`src/acc_alu_pkg.sv`:
```
// Shared operation codes and field widths for the accumulator ALU.
`timescale 1ns / 1ps

package acc_alu_pkg;

  localparam int KIND_W    = 5;
  localparam int OPERAND_W = 32;
  localparam int ACC_OUT_W = 32;

  typedef logic [KIND_W-1:0] kind_t;

  localparam kind_t OP_SETACC  = 5'd0;
  localparam kind_t OP_SETCOND = 5'd1;
  localparam kind_t OP_ADD     = 5'd2;
  localparam kind_t OP_SUB     = 5'd3;
  localparam kind_t OP_RSUB    = 5'd4;
  localparam kind_t OP_MUL     = 5'd5;
  localparam kind_t OP_DIV     = 5'd6;
  localparam kind_t OP_RDIV    = 5'd7;
  localparam kind_t OP_MOD     = 5'd8;
  localparam kind_t OP_RMOD    = 5'd9;
  localparam kind_t OP_AND     = 5'd10;
  localparam kind_t OP_OR      = 5'd11;
  localparam kind_t OP_XOR     = 5'd12;
  localparam kind_t OP_GT      = 5'd13;
  localparam kind_t OP_EQ      = 5'd14;
  localparam kind_t OP_LT      = 5'd15;
  localparam kind_t OP_GE      = 5'd16;
  localparam kind_t OP_LE      = 5'd17;
  localparam kind_t OP_NE      = 5'd18;

  localparam logic STATUS_OK    = 1'b0;
  localparam logic STATUS_ABORT = 1'b1;

endpackage

```
`src/accumulator_alu_with_abort_core.sv`:
```
// Accumulator ALU with abort: sequencer, shared adder, shift-add multiply, restoring divide.
`timescale 1ns / 1ps
// Sequence: simple ops (set, add, sub, logic, compares) go from S_IDLE to S_FIN and load
//   the result register at commit; mul, div and mod first iterate in S_RUN, one bit per
//   cycle through the shared DATA_WIDTH+1 bit adder, then commit from S_FIN.
// One instruction at a time: req_stall stays high from acceptance until commit,
//   and commit waits while a pending result beat is stalled.
// Reset (rst, synchronous): accumulator and flag cleared, sequencer idle, no result pending.

module accumulator_alu_with_abort_core #(
  parameter int DATA_WIDTH = 32
) (
  input  logic                                 clk,
  input  logic                                 rst,
  // request channel
  input  logic                                 req_valid,
  output logic                                 req_stall,
  input  logic [acc_alu_pkg::KIND_W-1:0]       kind,
  input  logic [acc_alu_pkg::OPERAND_W-1:0]    operand_value,
  // result channel
  output logic                                 rsp_valid,
  input  logic                                 rsp_stall,
  output logic                                 status,
  output logic [acc_alu_pkg::ACC_OUT_W-1:0]    acc_value,
  output logic                                 cond_flag
);
  import acc_alu_pkg::*;

  localparam int DW    = DATA_WIDTH;
  localparam int CNT_W = $clog2(DATA_WIDTH);

  // sequencer states
  localparam logic [1:0] S_IDLE = 2'd0;
  localparam logic [1:0] S_RUN  = 2'd1;  // mul / div iterations
  localparam logic [1:0] S_FIN  = 2'd2;  // commit and load the result register

  logic [1:0]       state;
  logic [CNT_W-1:0] cnt;

  // architectural state
  logic [DW-1:0] acc;
  logic          cond;

  // latched instruction
  kind_t         kind_r;
  logic [DW-1:0] opv;

  // iteration registers
  //   mul: w_hi = partial product, w_lo = multiplier (shifts right), w_op = multiplicand (<<)
  //   div: w_hi = remainder, w_lo = dividend out / quotient in, w_op = divisor
  logic [DW-1:0] w_hi;
  logic [DW-1:0] w_lo;
  logic [DW-1:0] w_op;

  logic [DW-1:0] v_in;
  logic          req_beat;
  logic          rsp_free;
  logic          commit;
  logic          iter_op;
  logic          div_op;

  // the one shared adder / subtractor, DW+1 bit operands, carry out on top
  logic [DW:0]   add_x;
  logic [DW:0]   add_y;
  logic          add_sub;
  logic [DW+1:0] add_res;
  logic          no_borrow;

  // commit values
  logic [DW-1:0] acc_next;
  logic          cond_next;
  logic          abort_next;
  logic          eq;
  logic          nz;

  assign v_in     = DW'(operand_value);   // operand taken modulo 2^DATA_WIDTH
  assign req_stall = (state != S_IDLE);
  assign req_beat = req_valid && !req_stall;
  assign rsp_free = !rsp_valid || !rsp_stall;
  assign commit   = (state == S_FIN) && rsp_free;

  assign iter_op = (kind inside {OP_MUL, OP_DIV, OP_RDIV, OP_MOD, OP_RMOD});
  assign div_op  = (kind_r inside {OP_DIV, OP_RDIV, OP_MOD, OP_RMOD});

  // adder operand selection
  always_comb begin
    add_x   = {1'b0, acc};
    add_y   = {1'b0, opv};
    add_sub = 1'b1;
    if (state == S_RUN) begin
      if (kind_r == OP_MUL) begin
        add_x   = {1'b0, w_hi};
        add_y   = {1'b0, w_op};
        add_sub = 1'b0;
      end else begin
        add_x   = {w_hi, w_lo[DW-1]};   // shift next dividend bit into the remainder
        add_y   = {1'b0, w_op};
      end
    end else begin
      case (kind_r)
        OP_ADD: add_sub = 1'b0;
        OP_RSUB: begin
          add_x = {1'b0, opv};
          add_y = {1'b0, acc};
        end
        default: ;
      endcase
    end
  end

  assign add_res   = {1'b0, add_x} + {1'b0, add_sub ? ~add_y : add_y} + (DW+2)'(add_sub);
  assign no_borrow = add_res[DW+1];

  assign eq = (acc == opv);
  assign nz = |opv;

  // result of the instruction, evaluated in S_FIN
  always_comb begin
    acc_next   = acc;
    cond_next  = cond;
    abort_next = STATUS_OK;
    case (kind_r)
      OP_SETACC:  acc_next  = opv;
      OP_SETCOND: cond_next = nz;
      OP_ADD:     acc_next  = add_res[DW-1:0];
      OP_SUB, OP_RSUB: begin
        if (no_borrow) acc_next = add_res[DW-1:0];
        else abort_next = STATUS_ABORT;
      end
      OP_MUL:     acc_next = w_hi;
      OP_DIV, OP_RDIV, OP_MOD, OP_RMOD: begin
        if (w_op == '0) abort_next = STATUS_ABORT;
        else if (kind_r inside {OP_DIV, OP_RDIV}) acc_next = w_lo;
        else acc_next = w_hi;
      end
      OP_AND:     cond_next = cond & nz;
      OP_OR:      cond_next = cond | nz;
      OP_XOR:     cond_next = cond ^ nz;
      OP_GT:      cond_next = no_borrow && !eq;
      OP_EQ:      cond_next = eq;
      OP_LT:      cond_next = !no_borrow;
      OP_GE:      cond_next = no_borrow;
      OP_LE:      cond_next = !no_borrow || eq;
      OP_NE:      cond_next = !eq;
      default: ;  // unused codes: no-op
    endcase
  end

  // sequencer and control
  always_ff @(posedge clk) begin
    if (rst) begin
      state     <= S_IDLE;
      cnt       <= '0;
      acc       <= '0;
      cond      <= 1'b0;
      rsp_valid <= 1'b0;
    end else begin
      // a new beat may replace the one taken at this edge
      if (commit) rsp_valid <= 1'b1;
      else if (rsp_valid && !rsp_stall) rsp_valid <= 1'b0;
      case (state)
        S_IDLE: begin
          if (req_beat) state <= iter_op ? S_RUN : S_FIN;
        end
        S_RUN: begin
          if (cnt == CNT_W'(DATA_WIDTH - 1)) begin
            cnt   <= '0;
            state <= S_FIN;
          end else begin
            cnt <= cnt + 1'b1;
          end
        end
        S_FIN: begin
          if (commit) begin
            if (abort_next == STATUS_OK) begin
              acc  <= acc_next;
              cond <= cond_next;
            end
            state <= S_IDLE;
          end
        end
        default: state <= S_IDLE;
      endcase
    end
  end

  // payload: instruction latch, iteration registers, result register
  always_ff @(posedge clk) begin
    if (req_beat) begin
      kind_r <= kind;
      opv    <= v_in;
      w_hi   <= '0;
      case (kind)
        OP_MUL, OP_RDIV, OP_RMOD: begin
          w_lo <= v_in;
          w_op <= acc;
        end
        default: begin
          w_lo <= acc;
          w_op <= v_in;
        end
      endcase
    end else if (state == S_RUN) begin
      if (kind_r == OP_MUL) begin
        if (w_lo[0]) w_hi <= add_res[DW-1:0];
        w_lo <= w_lo >> 1;
        w_op <= w_op << 1;
      end else if (div_op) begin
        if (no_borrow) w_hi <= add_res[DW-1:0];
        else w_hi <= {w_hi[DW-2:0], w_lo[DW-1]};
        w_lo <= {w_lo[DW-2:0], no_borrow};
      end
    end
    if (commit) begin
      status    <= abort_next;
      acc_value <= ACC_OUT_W'((abort_next == STATUS_OK) ? acc_next : acc);
      cond_flag <= (abort_next == STATUS_OK) ? cond_next : cond;
    end
  end

  // checks
  a_abort_keeps_state: assert property (@(posedge clk) disable iff (rst)
    commit && (abort_next == STATUS_ABORT) |=> (acc == $past(acc)) && (cond == $past(cond)))
    else $error("abort changed accumulator state");

  a_rsp_from_fin: assert property (@(posedge clk) disable iff (rst)
    $rose(rsp_valid) |-> $past(state) == S_FIN)
    else $error("result beat raised outside commit");

  a_cnt_idle: assert property (@(posedge clk) disable iff (rst)
    state != S_RUN |-> cnt == '0)
    else $error("iteration counter not cleared");

  a_no_overwrite: assert property (@(posedge clk) disable iff (rst)
    rsp_valid && rsp_stall |=> rsp_valid && $stable(acc_value) && $stable(status))
    else $error("pending result beat overwritten");

endmodule

```
`config.mk`:
```
export PLATFORM = sky130hd
export DESIGN_NAME = accumulator_alu_with_abort_core
export DESIGN_NICKNAME = d
export VERILOG_FILES = /design/src/acc_alu_pkg.sv /design/src/accumulator_alu_with_abort_core.sv
export SDC_FILE = /design/constraint.sdc
export NUM_CORES = 1
export LEC_CHECK = 0
export ABC_AREA = 1
export BUFFER_PORTS_ARGS = -buffer_cell sky130_fd_sc_hd__buf_2
export CAP_MARGIN = 30
export CORE_MARGIN = 4
export CORE_UTILIZATION = 44
export CTS_BUF_LIST = sky130_fd_sc_hd__clkbuf_2 sky130_fd_sc_hd__clkbuf_4 sky130_fd_sc_hd__clkbuf_8
export CTS_CLUSTER_DIAMETER = 120
export DETAILED_ROUTE_END_ITERATION = 8
export HOLD_SLACK_MARGIN = 0.08
export RECOVER_POWER = 25
export REMOVE_ABC_BUFFERS = 1
export SETUP_SLACK_MARGIN = 0.02
export SLEW_MARGIN = 20
export SYNTH_ARGS = -nofsm -noshare
export SYNTH_HDL_FRONTEND = slang
export SYNTH_SLANG_ARGS = --single-unit
```
`constraint.sdc`:
```
create_clock -name clk -period 9.94 [get_ports clk]
set_input_delay 1.988 -clock clk [delete_from_list [all_inputs] [get_ports clk]]
set_output_delay 1.988 -clock clk [all_outputs]
set_load 0.005 [all_outputs]
```
==> impl_metrics.tcl <==
set metrics [dict create \
    arrival_ns 7.92 \
    tns_ns 0 \
    peakVddDrop_mv 0.0868 \
    post-cts-setup-buffers 0 \
    drtIter0Drc 1625 \
    io_pins 77 \
    dieArea_um2 37100 \
    insertion_delay_ns 0.59 \
    area_growth_pct 9.56 \
    cts_sinks 208 \
    clk_path_buf_depth 3 \
    cts_made_buffers 39 \
    core_area_um2 33600 \
    clock_skew_ns 0.0217 \
    dr.pass1.iters 9 \
    antenna_found_initial 0 \
    reg2reg_slack_ns 2.36 \
    avgSynthCellArea_um2 7.05 \
    dp_hpwl_um 34000 \
    final_cell_mix "367 x nand2_1, 327 x o21ai_0, 241 x inv_1" \
    rsz0062_at_grt "no" \
    synth_warnings 0 \
    grt_use_total 0.271 \
    cts_tree "yes" \
    route.vias.total 15364 \
    grt_pass1_vias 14562 \
    p_per_area_nw_per_um2 176 \
    detail-route-antenna-nets 0 \
    n_fill_cell 3451 \
    synth-seq-cells 208 \
    numPortBuffers 76 \
    violations "capacitance limit, slew limit" \
    postSynthCellCount 2131 \
    synth-edff-count 135 \
    clk_pin_slew_ns 0.06 \
    hp-class "reg -> reg" \
    cts_hold_buf 0 \
    start_kind "register" \
    final_common_cell "nand2_1" \
    worst_slew_pin_slew_ns 2.95 \
    maxSlewViolCount 232 \
    path_cells "inv_1, nand2_1, clkbuf_1, nand2_1, nand2_2, buf_12, xor2_1, ha_1, nand2_1, nor2_1, inv_1, nor2_1, inv_1, o21ai_0, a21oi_1, nand2_2, inv_2, nand2_2, nand3_4, inv_2, nand2_1, o21ai_1, inv_1" \
    crit_family "simple AND/OR/NAND/NOR gates" \
    grt_max_degree 92 \
    synth-main-ff-cell "edfxtp_1" \
    ys_seq_area_frac 0.367 \
    drt-total-wl_um 50800 \
    async_flop_share 0 \
    htreeDepth 2 \
    grt_pass1_wl_um 80000 \
    die_y_um 193 \
    yosys.area.top_type_share 0.270 \
    utilization 0.489 \
    std_cell_rows 67 \
    fin_crit_ns 7.58 \
    p_leak_nw 6.91 \
    cts-root-buf "clkbuf_8" \
    path_max_fanout 57 \
    drc 0 \
    cpPeakStageDelay_ns 1.90 \
    gr-total-overflow 0 \
    slew-limit-headroom -0.966 \
    worst_slack_ns 2.36 \
    antenna_cells 0 \
    crit_path_end_kind "register" \
    initial_core_util 0.447 \
    place.gp.congestion 0.952 \
    required_ns 10.28 \
    synth.area.top_cells "edfxtp_1 27%, o21ai_0 11%, dfxtp_1 9.7%, nand2_1 9.2%, a21oi_1 6.3%" \
    critPathBufInv 8 \
    cpMaxStageDelayCell "clkbuf_1" \
    fmax_mhz 132 \
    vias_per_cell 5.86 \
    period_share 0.763 \
    yosysTopAreaCell "edfxtp_1" \
    setup_violations 0 \
    outcome "finished, violations left" \
    die_w_um 193 \
    hold_ws_ns 0.465 \
    nets 2225 \
    max_cap_viol_count 5 \
    critPathKind "reg -> reg" \
    cts-resized-gates 0 \
    post_route_cells_drive_above_1_share 0.0790 \
    finalHoldViolCount 0 \
    post-place-ws_ns 3.43 \
    synth.cell_area_um2 15000 \
    wl_per_cell_um 19.3 \
    synth.distinct_cells 48 \
]
-- area by class of cell --
| class | count | area [um^2] | area share |
|---|---|---|---|
| Clock buffer | 64 | 768 | 0.0467 |
| Clock inverter | 6 | 27.5 | 0.00167 |
| Inverter | 256 | 965 | 0.0586 |
| Multi-Input combinational cell | 1543 | 8060 | 0.490 |
| Sequential cell | 208 | 5520 | 0.335 |
| Tap cell | 448 | 561 | 0.0341 |
| Timing Repair Buffer | 99 | 557 | 0.0338 |
-- sequential cells by signal, indices dropped and copies added, names as in the netlist --
| name | flops |
|---|---|
| rsp_valid | 1 |
| w_op | 32 |
| w_hi | 32 |
| status | 1 |
| cond | 1 |
| w_lo | 32 |
| state | 2 |
| kind_r | 5 |
| opv | 32 |
| acc_value | 32 |
| cond_flag | 1 |
| cnt | 5 |
| acc | 32 |
-- power breakdown --
| part | internal (mW) | switching (mW) |
|---|---|---|
| Combinational | 0.283 | 0.607 |
| Sequential | 1.05 | 0.0793 |
| Clock | 0.486 | 0.386 |
-- metal layers --
layer | vias up | wire length, um | track usage | share of wire
met5 | - | 0 | 0 | 0
met4 | 0 | 1180 | 0.0702 | 0.023
met3 | 93 | 3840 | 0.0474 | 0.076
met2 | 642 | 23000 | 0.437 | 0.45
met1 | 7263 | 22800 | 0.376 | 0.45
li1 | 7366 | - | - | -
-- cell usage after synthesis (7+ instances only) --
| library cell | n |
|---|---|
| edfxtp_1 | 135 |
| inv_2 | 8 |
| dfxtp_1 | 73 |
| or2_2 | 9 |
| buf_1 | 13 |
| o21ai_0 | 327 |
| buf_2 | 11 |
| xor2_1 | 48 |
| o21ai_1 | 16 |
| nor3_1 | 18 |
| ha_1 | 36 |
| a21oi_1 | 190 |
| nor2_1 | 235 |
| clkbuf_1 | 93 |
| a21o_1 | 9 |
| o221ai_1 | 15 |
| inv_1 | 244 |
| a221o_1 | 10 |
| nand2_2 | 7 |
| nand2_1 | 367 |
| nand3_1 | 33 |
| nor4_1 | 14 |
| o211ai_1 | 47 |
| o22ai_1 | 86 |
| nand4_1 | 32 |
-- stage by stage --
step	instances	cell area, um^2	total power, mW
after CTS	2621	16500	2.89
final	2624	16500	2.89
after detailed placement	2551	15700	2.01
after floorplan	2007	14500	1.73
after global placement	2550	15600	2.00
after global routing	2624	16500	3.06
-- kinds of logic after synthesis --
family / synth area share
fa+ha+maj: 0.0313
compound gates: 0.270
buf+inv: 0.0986
xor+xnor: 0.0315
flops: 0.367
simple gates: 0.202
-- worst min-delay path, cell delays in order, from the launching register on --
cell,delay [ns]
dfxtp_1,0.31
nand2_1,0.06
a21oi_1,0.05
-- worst paths after layout --
path,startpoint,end,cells after the start
worst min-delay path,w_hi[23]$_SDFFE_PP0P_,w_hi[23]$_SDFFE_PP0P_,2
worst max register to register,state[1]$_SDFFE_PP0P_,acc_value[17]$_DFFE_PP_,23
worst min register to register,w_hi[23]$_SDFFE_PP0P_,w_hi[23]$_SDFFE_PP0P_,2
worst max-delay path,state[1]$_SDFFE_PP0P_,acc_value[17]$_DFFE_PP_,23
No activity file was read; power rests on OpenSTA's default activity.
